$ cat src/rtl/color_window_region_key_detector_unit_macros.svh
// ----------------------------------------------------------------------------
// Color window region key detector - assertion macros
// Shared property forms for the checks at the end of the top level.
// ----------------------------------------------------------------------------
`ifndef COLOR_WINDOW_REGION_KEY_DETECTOR_UNIT_MACROS_SVH
`define COLOR_WINDOW_REGION_KEY_DETECTOR_UNIT_MACROS_SVH

// Same-cycle implication, disabled while reset is high.
`define CWRK_ASSERT_IMPLY(label, clk, rst, ante, cons, msg) \
   label: assert property (@(posedge clk) disable iff (rst) (ante) |-> (cons)) \
      else $error(msg);

// Next-cycle implication, disabled while reset is high.
`define CWRK_ASSERT_NEXT(label, clk, rst, ante, cons, msg) \
   label: assert property (@(posedge clk) disable iff (rst) (ante) |=> (cons)) \
      else $error(msg);

`endif

$ cat src/rtl/cwrk_pkg.sv
// ----------------------------------------------------------------------------
// Color window region key detector - shared package
// Field widths, reset values, register codes and the payload types.
// ----------------------------------------------------------------------------
`default_nettype none

package cwrk_pkg;

   localparam int CHAN_W      = 8;
   localparam int REGION_W    = 3;
   localparam int COUNT_W     = 10;
   localparam int SUM_W       = 18;
   localparam int MASK_W      = 8;
   localparam int CSR_INDEX_W = 3;
   localparam int CSR_DATA_W  = 10;
   localparam int QUEUE_DEPTH = 4;

   localparam int REGION_COUNT_DEF  = 8;
   localparam int REGION_PIXELS_DEF = 600;

   localparam logic [CHAN_W-1:0]  TOL_CH0_RST    = 8'd30;
   localparam logic [CHAN_W-1:0]  TOL_CH1_RST    = 8'd40;
   localparam logic [CHAN_W-1:0]  TOL_CH2_RST    = 8'd50;
   localparam logic [COUNT_W-1:0] MIN_HITS_RST   = 10'd300;
   localparam logic [CHAN_W-1:0]  CENTER_CH0_RST = 8'd10;
   localparam logic [CHAN_W-1:0]  CENTER_CH1_RST = 8'd0;
   localparam logic [CHAN_W-1:0]  CENTER_CH2_RST = 8'd0;

   localparam logic [COUNT_W-1:0] COUNT_MAX = '1;
   localparam logic [SUM_W-1:0]   SUM_MAX   = '1;
   localparam logic [CHAN_W-1:0]  CHAN_MAX  = '1;

   typedef enum logic [CSR_INDEX_W-1:0] {
      CSR_TOL_CH0  = 3'd0,
      CSR_TOL_CH1  = 3'd1,
      CSR_TOL_CH2  = 3'd2,
      CSR_MIN_HITS = 3'd3
   } csr_index_type;

   typedef struct packed {
      logic [CHAN_W-1:0]   chan0;
      logic [CHAN_W-1:0]   chan1;
      logic [CHAN_W-1:0]   chan2;
      logic [REGION_W-1:0] region;
      logic                frame_end;
      logic                calibrate;
   } req_payload_type;

   typedef struct packed {
      logic [MASK_W-1:0] key_mask;
      logic [CHAN_W-1:0] center_ch0;
      logic [CHAN_W-1:0] center_ch1;
      logic [CHAN_W-1:0] center_ch2;
   } rsp_payload_type;

   typedef struct packed {
      logic [CHAN_W-1:0]  tol_ch0;
      logic [CHAN_W-1:0]  tol_ch1;
      logic [CHAN_W-1:0]  tol_ch2;
      logic [COUNT_W-1:0] min_hits;
   } cfg_type;

   typedef struct packed {
      logic [CHAN_W-1:0] ch0;
      logic [CHAN_W-1:0] ch1;
      logic [CHAN_W-1:0] ch2;
   } center_type;

   // One classified pixel waiting between the front and the back.
   typedef struct packed {
      logic [CHAN_W-1:0]   chan0;
      logic [CHAN_W-1:0]   chan1;
      logic [CHAN_W-1:0]   chan2;
      logic [REGION_W-1:0] region;
      logic                in_range;
      logic                hit;
      logic                frame_end;
      logic                calibrate;
   } queue_entry_type;

   typedef struct packed {
      center_type centers;
      logic       cal_done;
   } back_status_type;

   // Strict window test c - t < v < c + t, rearranged so that nothing goes negative.
   function automatic logic in_window(input logic [CHAN_W-1:0] value,
                                      input logic [CHAN_W-1:0] center,
                                      input logic [CHAN_W-1:0] tol);
      logic [CHAN_W:0] v;
      logic [CHAN_W:0] c;
      logic [CHAN_W:0] t;
      v = {1'b0, value};
      c = {1'b0, center};
      t = {1'b0, tol};
      return (v < c + t) && (v + t > c);
   endfunction

endpackage

`default_nettype wire

$ cat src/rtl/cwrk_front.sv
// ----------------------------------------------------------------------------
// Color window region key detector - front end
// Accepts pixel requests, judges the color window and pushes them to the queue.
// ----------------------------------------------------------------------------
`default_nettype none

module cwrk_front #(
   parameter int REGION_COUNT = cwrk_pkg::REGION_COUNT_DEF
) (
   input  logic                      clock,
   input  logic                      reset,
   input  logic                      req_valid,
   output logic                      req_stall,
   input  cwrk_pkg::req_payload_type req_payload,
   input  cwrk_pkg::cfg_type         cfg,
   input  cwrk_pkg::back_status_type status,
   input  logic                      q_full,
   output logic                      q_push,
   output cwrk_pkg::queue_entry_type q_entry
);

   import cwrk_pkg::*;

   logic cal_pending_ff;
   logic cal_pending_in;

   // A calibrating frame end holds further requests until the back end has
   // loaded the new centers, so later pixels are judged against them.
   assign req_stall = q_full || cal_pending_ff;
   assign q_push    = req_valid && !req_stall;

   always_comb begin
      q_entry.chan0     = req_payload.chan0;
      q_entry.chan1     = req_payload.chan1;
      q_entry.chan2     = req_payload.chan2;
      q_entry.region    = req_payload.region;
      q_entry.in_range  = int'(req_payload.region) < REGION_COUNT;
      q_entry.hit       = in_window(req_payload.chan0, status.centers.ch0, cfg.tol_ch0) &&
                          in_window(req_payload.chan1, status.centers.ch1, cfg.tol_ch1) &&
                          in_window(req_payload.chan2, status.centers.ch2, cfg.tol_ch2);
      q_entry.frame_end = req_payload.frame_end;
      q_entry.calibrate = req_payload.frame_end && req_payload.calibrate;
   end

   always_comb begin
      cal_pending_in = cal_pending_ff;
      if (status.cal_done) begin
         cal_pending_in = 1'b0;
      end
      if (q_push && q_entry.calibrate) begin
         cal_pending_in = 1'b1;
      end
   end

   always_ff @(posedge clock) begin
      if (reset) begin
         cal_pending_ff <= 1'b0;
      end else begin
         cal_pending_ff <= cal_pending_in;
      end
   end

endmodule

`default_nettype wire

$ cat src/rtl/cwrk_queue.sv
// ----------------------------------------------------------------------------
// Color window region key detector - pixel queue
// Short first-in first-out buffer between the front end and the back end.
// ----------------------------------------------------------------------------
`default_nettype none

module cwrk_queue (
   input  logic                      clock,
   input  logic                      reset,
   input  logic                      push,
   input  cwrk_pkg::queue_entry_type push_entry,
   input  logic                      pop,
   output cwrk_pkg::queue_entry_type head_entry,
   output logic                      empty,
   output logic                      full
);

   import cwrk_pkg::*;

   localparam int PTR_W   = $clog2(QUEUE_DEPTH);
   localparam int COUNT_W = $clog2(QUEUE_DEPTH + 1);

   queue_entry_type      slot_ff [QUEUE_DEPTH];
   logic [PTR_W-1:0]     wr_ptr_ff;
   logic [PTR_W-1:0]     rd_ptr_ff;
   logic [COUNT_W-1:0]   count_ff;

   assign head_entry = slot_ff[rd_ptr_ff];
   assign empty      = (count_ff == '0);
   assign full       = (count_ff == COUNT_W'(QUEUE_DEPTH));

   always_ff @(posedge clock) begin
      if (push) begin
         slot_ff[wr_ptr_ff] <= push_entry;
      end
   end

   always_ff @(posedge clock) begin
      if (reset) begin
         wr_ptr_ff <= '0;
         rd_ptr_ff <= '0;
         count_ff  <= '0;
      end else begin
         if (push) begin
            wr_ptr_ff <= wr_ptr_ff + PTR_W'(1);
         end
         if (pop) begin
            rd_ptr_ff <= rd_ptr_ff + PTR_W'(1);
         end
         if (push && !pop) begin
            count_ff <= count_ff + COUNT_W'(1);
         end else if (pop && !push) begin
            count_ff <= count_ff - COUNT_W'(1);
         end
      end
   end

endmodule

`default_nettype wire

$ cat src/rtl/cwrk_back.sv
// ----------------------------------------------------------------------------
// Color window region key detector - back end
// Counts hits per region, sums region 0, forms the key mask and recalibrates.
// ----------------------------------------------------------------------------
`default_nettype none

module cwrk_back #(
   parameter int REGION_COUNT  = cwrk_pkg::REGION_COUNT_DEF,
   parameter int REGION_PIXELS = cwrk_pkg::REGION_PIXELS_DEF
) (
   input  logic                        clock,
   input  logic                        reset,
   input  logic                        head_valid,
   input  cwrk_pkg::queue_entry_type   head_entry,
   output logic                        pop,
   input  logic [cwrk_pkg::COUNT_W-1:0] min_hits,
   output cwrk_pkg::back_status_type   status,
   output logic                        rsp_valid,
   input  logic                        rsp_stall,
   output cwrk_pkg::rsp_payload_type   rsp_payload
);

   import cwrk_pkg::*;

   // The mean is a multiplication by a rounded-up reciprocal of the pixel
   // count. With the shift set to the sum width plus the bits of the pixel
   // count, the truncated product equals the truncated quotient for every sum.
   localparam int     DIV_SHIFT  = SUM_W + $clog2(REGION_PIXELS);
   localparam int     RECIP_W    = SUM_W + 1;
   localparam int     PROD_W     = SUM_W + RECIP_W;
   localparam longint RECIP_FULL = ((longint'(1) << DIV_SHIFT) +
                                    longint'(REGION_PIXELS) - longint'(1)) /
                                   longint'(REGION_PIXELS);
   localparam logic [RECIP_W-1:0] RECIP = RECIP_W'(RECIP_FULL);

   typedef enum logic [1:0] {
      ST_RUN,
      ST_DIVIDE,
      ST_REPORT
   } state_type;

   state_type            state_ff;
   logic [COUNT_W-1:0]   count_ff [REGION_COUNT];
   logic [COUNT_W-1:0]   count_in [REGION_COUNT];
   logic [SUM_W-1:0]     sum_ff   [3];
   logic [SUM_W-1:0]     sum_in   [3];
   logic [CHAN_W-1:0]    center_ff [3];
   logic [CHAN_W-1:0]    center_new [3];
   logic [SUM_W-1:0]     quot_ff  [3];
   logic [SUM_W-1:0]     quot_in  [3];
   logic [MASK_W-1:0]    mask_ff;
   logic [MASK_W-1:0]    mask_in;
   logic                 rsp_valid_ff;
   rsp_payload_type      rsp_payload_ff;
   logic                 cal_done_ff;
   logic                 out_free;
   logic                 rsp_load;
   logic [CHAN_W-1:0]    head_chan [3];
   logic                 head_region0;

   assign out_free = !rsp_valid_ff || !rsp_stall;
   assign pop      = (state_ff == ST_RUN) && head_valid &&
                     (!head_entry.frame_end || out_free);

   // A response is loaded on a plain frame end or at the end of a calibration.
   assign rsp_load = ((state_ff == ST_RUN) && pop && head_entry.frame_end &&
                      !head_entry.calibrate) ||
                     ((state_ff == ST_REPORT) && out_free);

   assign head_chan[0] = head_entry.chan0;
   assign head_chan[1] = head_entry.chan1;
   assign head_chan[2] = head_entry.chan2;
   assign head_region0 = head_entry.in_range && (head_entry.region == '0);

   // Counts and sums as they stand once the head pixel is taken in.
   always_comb begin
      for (int i = 0; i < REGION_COUNT; i++) begin
         count_in[i] = count_ff[i];
         if (head_entry.in_range && head_entry.hit && (int'(head_entry.region) == i) &&
             (count_ff[i] != COUNT_MAX)) begin
            count_in[i] = count_ff[i] + COUNT_W'(1);
         end
      end
   end

   always_comb begin
      logic [SUM_W:0] wide;
      for (int c = 0; c < 3; c++) begin
         wide      = {1'b0, sum_ff[c]} + (SUM_W + 1)'(head_chan[c]);
         sum_in[c] = sum_ff[c];
         if (head_region0) begin
            sum_in[c] = wide[SUM_W] ? SUM_MAX : wide[SUM_W-1:0];
         end
      end
   end

   // Region 0 lands on bit REGION_COUNT-1 of the mask, its most significant bit when REGION_COUNT equals MASK_W.
   for (genvar b = 0; b < MASK_W; b++) begin : g_mask
      if (REGION_COUNT - 1 - b >= 0) begin : g_bit
         assign mask_in[b] = count_in[REGION_COUNT-1-b] > min_hits;
      end else begin : g_pad
         assign mask_in[b] = 1'b0;
      end
   end

   // quot_ff holds the frame sums until the divide clock replaces them with
   // the means; a mean above the channel range is clamped.
   always_comb begin
      logic [PROD_W-1:0] product;
      for (int c = 0; c < 3; c++) begin
         product       = PROD_W'(quot_ff[c]) * PROD_W'(RECIP);
         quot_in[c]    = SUM_W'(product >> DIV_SHIFT);
         center_new[c] = (|quot_ff[c][SUM_W-1:CHAN_W]) ? CHAN_MAX : quot_ff[c][CHAN_W-1:0];
      end
   end

   always_ff @(posedge clock) begin
      if (reset) begin
         state_ff     <= ST_RUN;
         rsp_valid_ff <= 1'b0;
         cal_done_ff  <= 1'b0;
         for (int i = 0; i < REGION_COUNT; i++) begin
            count_ff[i] <= '0;
         end
         for (int c = 0; c < 3; c++) begin
            sum_ff[c] <= '0;
         end
         center_ff[0] <= CENTER_CH0_RST;
         center_ff[1] <= CENTER_CH1_RST;
         center_ff[2] <= CENTER_CH2_RST;
      end else begin
         cal_done_ff <= (state_ff == ST_REPORT) && out_free;
         if (rsp_load) begin
            rsp_valid_ff <= 1'b1;
         end else if (!rsp_stall) begin
            rsp_valid_ff <= 1'b0;
         end
         unique case (state_ff)
            ST_RUN: begin
               if (pop) begin
                  if (head_entry.frame_end) begin
                     for (int i = 0; i < REGION_COUNT; i++) begin
                        count_ff[i] <= '0;
                     end
                     for (int c = 0; c < 3; c++) begin
                        sum_ff[c] <= '0;
                     end
                     if (head_entry.calibrate) begin
                        mask_ff <= mask_in;
                        for (int c = 0; c < 3; c++) begin
                           quot_ff[c] <= sum_in[c];
                        end
                        state_ff <= ST_DIVIDE;
                     end else begin
                        rsp_payload_ff.key_mask   <= mask_in;
                        rsp_payload_ff.center_ch0 <= center_ff[0];
                        rsp_payload_ff.center_ch1 <= center_ff[1];
                        rsp_payload_ff.center_ch2 <= center_ff[2];
                     end
                  end else begin
                     count_ff <= count_in;
                     sum_ff   <= sum_in;
                  end
               end
            end
            ST_DIVIDE: begin
               quot_ff  <= quot_in;
               state_ff <= ST_REPORT;
            end
            ST_REPORT: begin
               if (out_free) begin
                  center_ff                 <= center_new;
                  rsp_payload_ff.key_mask   <= mask_ff;
                  rsp_payload_ff.center_ch0 <= center_new[0];
                  rsp_payload_ff.center_ch1 <= center_new[1];
                  rsp_payload_ff.center_ch2 <= center_new[2];
                  state_ff                  <= ST_RUN;
               end
            end
            default: begin
               state_ff <= ST_RUN;
            end
         endcase
      end
   end

   assign status.centers.ch0 = center_ff[0];
   assign status.centers.ch1 = center_ff[1];
   assign status.centers.ch2 = center_ff[2];
   assign status.cal_done    = cal_done_ff;
   assign rsp_valid          = rsp_valid_ff;
   assign rsp_payload        = rsp_payload_ff;

endmodule

`default_nettype wire

$ cat src/rtl/color_window_region_key_detector_unit.sv
// ----------------------------------------------------------------------------
// Color window region key detector - top level
// Per-region color window hit counter that reports a key mask once per frame.
// ----------------------------------------------------------------------------
// The block takes one pixel request per clock while req_stall is low and
// returns one response per frame, on the frame-end pixel. The response is
// registered once that pixel has passed through the queue and been popped by
// the back end, which waits for a free response side. A pixel counts as a hit
// for its region when all three channels lie strictly inside center plus or
// minus tolerance; a region's key bit is set when its hit count exceeds
// min_hits. On a frame end with calibrate set, the centers are reloaded with
// the truncated mean of that frame's region 0 pixels, found by multiplying
// with the reciprocal of the pixel count in a divide state and then a report
// state that waits for a free response side. While that calibration runs,
// requests are stalled; all other pixels flow at one per clock through a
// four-entry queue while it is not full. Configuration writes are always
// ready and must only be made while the block is idle.
`default_nettype none
`include "color_window_region_key_detector_unit_macros.svh"

module color_window_region_key_detector_unit #(
   parameter int REGION_COUNT  = cwrk_pkg::REGION_COUNT_DEF,
   parameter int REGION_PIXELS = cwrk_pkg::REGION_PIXELS_DEF
) (
   input  logic                            clock,
   input  logic                            reset,
   // Pixel requests.
   input  logic                            req_valid,
   output logic                            req_stall,
   input  cwrk_pkg::req_payload_type       req_payload,
   // Per-frame responses.
   output logic                            rsp_valid,
   input  logic                            rsp_stall,
   output cwrk_pkg::rsp_payload_type       rsp_payload,
   // Configuration writes.
   input  logic                            csr_valid,
   output logic                            csr_ready,
   input  logic [cwrk_pkg::CSR_INDEX_W-1:0] csr_index,
   input  logic [cwrk_pkg::CSR_DATA_W-1:0]  csr_data
);

   import cwrk_pkg::*;

   cfg_type          cfg_ff;
   back_status_type  status;
   queue_entry_type  q_entry;
   queue_entry_type  q_head;
   logic             q_push;
   logic             q_pop;
   logic             q_full;
   logic             q_empty;
   logic             plain_frame_pop;

   // The register file takes a write on any clock.
   assign csr_ready = 1'b1;

   // Unknown register indexes are ignored.
   always_ff @(posedge clock) begin
      if (reset) begin
         cfg_ff.tol_ch0  <= TOL_CH0_RST;
         cfg_ff.tol_ch1  <= TOL_CH1_RST;
         cfg_ff.tol_ch2  <= TOL_CH2_RST;
         cfg_ff.min_hits <= MIN_HITS_RST;
      end else if (csr_valid && csr_ready) begin
         unique case (csr_index)
            CSR_TOL_CH0:  cfg_ff.tol_ch0  <= csr_data[CHAN_W-1:0];
            CSR_TOL_CH1:  cfg_ff.tol_ch1  <= csr_data[CHAN_W-1:0];
            CSR_TOL_CH2:  cfg_ff.tol_ch2  <= csr_data[CHAN_W-1:0];
            CSR_MIN_HITS: cfg_ff.min_hits <= csr_data[COUNT_W-1:0];
            default: begin
            end
         endcase
      end
   end

   // The front end classifies each pixel against the current centers.
   cwrk_front #(
      .REGION_COUNT (REGION_COUNT)
   ) u_front (
      .clock       (clock),
      .reset       (reset),
      .req_valid   (req_valid),
      .req_stall   (req_stall),
      .req_payload (req_payload),
      .cfg         (cfg_ff),
      .status      (status),
      .q_full      (q_full),
      .q_push      (q_push),
      .q_entry     (q_entry)
   );

   // The queue lets the front keep taking pixels while a response waits.
   cwrk_queue u_queue (
      .clock      (clock),
      .reset      (reset),
      .push       (q_push),
      .push_entry (q_entry),
      .pop        (q_pop),
      .head_entry (q_head),
      .empty      (q_empty),
      .full       (q_full)
   );

   // The back end accumulates, forms the mask and runs the calibration divide.
   cwrk_back #(
      .REGION_COUNT  (REGION_COUNT),
      .REGION_PIXELS (REGION_PIXELS)
   ) u_back (
      .clock       (clock),
      .reset       (reset),
      .head_valid  (!q_empty),
      .head_entry  (q_head),
      .pop         (q_pop),
      .min_hits    (cfg_ff.min_hits),
      .status      (status),
      .rsp_valid   (rsp_valid),
      .rsp_stall   (rsp_stall),
      .rsp_payload (rsp_payload)
   );

   // A frame end without calibration leaves the queue.
   assign plain_frame_pop = q_pop && q_head.frame_end && !q_head.calibrate;

   // The queue is never written while full nor read while empty.
   `CWRK_ASSERT_IMPLY(a_no_push_when_full, clock, reset, q_push, !q_full, "queue overflow")
   `CWRK_ASSERT_IMPLY(a_no_pop_when_empty, clock, reset, q_pop, !q_empty, "queue underflow")
   // A plain frame end always yields a response on the next clock.
   `CWRK_ASSERT_NEXT(a_frame_end_response, clock, reset, plain_frame_pop, rsp_valid, "no response")

endmodule

`default_nettype wire
$ cat config.mk
export PLATFORM = sky130hd
export DESIGN_NAME = color_window_region_key_detector_unit
export DESIGN_NICKNAME = d
export VERILOG_FILES = /design/src/rtl/cwrk_pkg.sv /design/src/rtl/cwrk_front.sv /design/src/rtl/cwrk_queue.sv /design/src/rtl/cwrk_back.sv /design/src/rtl/color_window_region_key_detector_unit.sv
export VERILOG_INCLUDE_DIRS = /design/src /design/src/rtl
export SDC_FILE = /design/constraint.sdc
export NUM_CORES = 2
export LEC_CHECK = 0
export ABC_AREA = 1
export BUFFER_PORTS_ARGS = -buffer_cell sky130_fd_sc_hd__buf_4
export CELL_PAD_IN_SITES_DETAIL_PLACEMENT = 1
export CELL_PAD_IN_SITES_GLOBAL_PLACEMENT = 1
export CORE_MARGIN = 1.5
export CORE_UTILIZATION = 45
export DETAILED_ROUTE_END_ITERATION = 12
export PLACE_DENSITY_LB_ADDON = 0.1
export SYNTH_ARGS = -nofsm -noshare
export SYNTH_HDL_FRONTEND = slang
export SYNTH_SLANG_ARGS = --single-unit
$ cat constraint.sdc
create_clock -name clock -period 6 [get_ports clock]
set_clock_uncertainty 0.15 [all_clocks]
set_input_delay 0.6 -clock clock [delete_from_list [all_inputs] [get_ports clock]]
set_output_delay 0.6 -clock clock [all_outputs]
set_load 0.05 [all_outputs]
==> out/metrics.cfg <==
[sta]
fmax_mhz=175
drv_slew=0
period_needed_ns=5.72
fin_ws_ns=0.285
tns_ns=0
maxSlewHeadroom_pct=18.0
rsz0062_at_grt=no
post-route-period-util_pct=95.3
worst_pin_slew_ns=1.23
setup_viol=0
hold_viol=0

[routing]
first_iter_violations=1762
dr.pass1.iters=5
ant_nets=0
drc=0
drt_wl_total_um=134000
vias=36245
wl_per_cell_um=19.7
viasPerCell=5.33

[placed_design]
dp_hpwl_um=107000
port_buffers=80
preCtsSetupSlack_ns=0.338
gp_congestion=0.933

[cts]
cts_tree=built
cts_buffers=52
root_buffer=clkbuf_16
htree_levels=2
clock_sinks=420
clock_latency_ns=0.64
clk_path_buf_depth=3
clk_pin_slew_worst_paths_ns=0.06

[logic_synthesis]
synth-seq-area-share_pct=24.3
synth_area_leaders=ha_1 (18%), fa_1 (16%), edfxtp_1 (15%), nand2_1 (10%), dfxtp_1 (9.5%)
synth_top_area_share_pct=18.4
post-synth-top-area-cell=ha_1
netlist_instances=5419
synth_cell_types=54
avgSynthCellArea_um2=8.00
ys_warn_count=0
ys_ff_latch=420
synth_nets=6443
netlist_area_um2=43400

[cells_and_area]
finalNetCount=6508
drive_above_1_share_pct=5.36
fill_cells=11682
multi_input_area_um2=28400
mostFrequentLayoutCells=nand2_1 (1165), inv_1 (1008), ha_1 (637)
regArea_um2=10600
final_common_cell=nand2_1
area_delta_synth_final_pct=8.84

[floorplan]
die_y_um=313
num_rows=113
ios=82
dieArea_um2=98200
initial_utilization_pct=45.5
core_area_um2=95300
dieWidth_um=313

[setup_path]
path_max_fanout=7
crit_arrival_ns=5.94
cp_cell_sequence=inv_1, ha_1, inv_1, fa_1, ha_1, fa_1, fa_1, inv_1, fa_1, inv_1, ha_1, a21oi_1, inv_1, a31oi_1, nand3_1, nand3_1, nand3_1, nand3_1, nand2_1
endpoint_kind=register
crit_type=reg -> reg
crit_required_ns=6.22
cpMaxStageDelayCell=edfxtp_1
cpPeakStageDelay_ns=0.67
start_kind=register
crit_top_cell=inv_1

[global_routing]
track_usage_pct=27.7
grt_max_degree=133
globalRouteOverflowTotal=0
grt_pass1_wl_um=214000
grt_pass1_vias=38208
antenna_found_initial=5

[min_path]
hp-class=in -> reg

[run]
maxCapViolCount=0

[outcome]
status=finished clean

## flip-flops by register name, indices dropped and copies added (netlist names), 2 cells and up, named ones only
register and count:
cfg_ff 34, u_back.count_ff 80, u_back.mask_ff 8, u_back.quot_ff 54, u_back.rsp_payload 32, u_back.state_ff 2, u_back.status 24, u_back.sum_ff 54
u_queue.count_ff 3, u_queue.rd_ptr_ff 2, u_queue.slot_ff 120, u_queue.wr_ptr_ff 2
## cells in the mapped netlist (all sizes together)
| library cell | number |
|---|---|
| nand2 | 1179 |
| inv | 1043 |
| ha | 637 |
| a21oi | 345 |
| nor2 | 341 |
| fa | 340 |
| nand3 | 320 |
| o21ai | 227 |
| edfxtp | 214 |
| dfxtp | 206 |
| xor2 | 87 |
| nor3 | 62 |
| clkbuf | 60 |
| buf | 54 |
| nand4 | 52 |
| xnor2 | 31 |
| o211ai | 30 |
| a21o | 23 |
| o22ai | 23 |
| nand3b | 20 |
| o21bai | 20 |
| a31oi | 18 |
| nor4 | 18 |
| or2 | 16 |
| o21a | 13 |
| and2 | 10 |
| o2111ai | 8 |
| a31o | 7 |
| a21boi | 4 |
| a32oi | 3 |
| a211oi | 2 |
| and3 | 2 |
| clkinv | 2 |
| a32o | 1 |
| conb | 1 |
## cells by family after synthesis
kind of cell,after synthesis,share of synthesized area (%)
AND/OR/NAND/NOR,2020,19.7
flip-flops,420,24.3
other,1,0.00865
buffers and inverters,1159,10.3
adder cells (fa/ha/maj),977,34.1
AO/OA/AOI/OAI,724,9.21
XOR/XNOR,118,2.40
## layer usage
layer  wire length (um)  up-vias  share of wire (%)  GRT usage (%)
met2              63000      546                 47           46.7
met3               4410      120                3.3           2.41
met4               2330        0                1.7           5.25
met1              64000    17978                 48           38.9
met5                  0        -                  0              0
li1                   -    17601                  -              -
## path summary, 6_finish.rpt
path,from,end,slack [ns],depth (start not counted)
setup / recovery,u_back.quot_ff[7]$_DFFE_PP_,u_back.quot_ff[5]$_DFFE_PP_,0.28,19
hold / removal,req_payload[12],u_queue.slot_ff[3][13]$_DFFE_PP_,0.06,1
setup reg to reg,u_back.quot_ff[7]$_DFFE_PP_,u_back.quot_ff[5]$_DFFE_PP_,0.28,19
hold reg to reg,u_queue.rd_ptr_ff[1]$_SDFFE_PP0P_,register,0.33,2
## worst max-delay path, delay by kind of cell, from the launching register on
family	cells	cell delay, ns
adder cells (fa/ha/maj)	7	3.08
flip-flops	1	0.67
AND/OR/NAND/NOR	5	0.63
buffers and inverters	5	0.49
AO/OA/AOI/OAI	2	0.38
## final cells by class
cell class / count / area share [%]
multi-input cells: 3840 / 60.2
flip-flops and latches: 420 / 22.4
inverters: 1045 / 8.33
well taps: 1265 / 3.35
clock buffers: 76 / 3.21
repair buffers: 125 / 2.04
clock inverters: 21 / 0.461
diodes: 2 / 0.0106
## stage by stage
stage	utilization, %	hold WS (ns)	area [um^2]	instances
after floorplan	-	0.286	43400	5419
after detailed placement	47.6	0.320	45400	6688
after CTS	49.5	0.0170	47200	6789
after global routing	49.5	0.0321	47200	6793
final	49.5	0.0637	47200	6794
after global placement	47.6	0.306	45400	6688
## what timing repair did
action,4_1_cts,5_1_grt
endpoints found under the setup margin,0,1
hold endpoints to repair,13,0
setup buffers,0,3
gates resized for setup,0,1
hold buffers,4,0
Power is not shown: default switching activity piles up to over one toggle a cycle in this logic, so the estimate is an artifact.
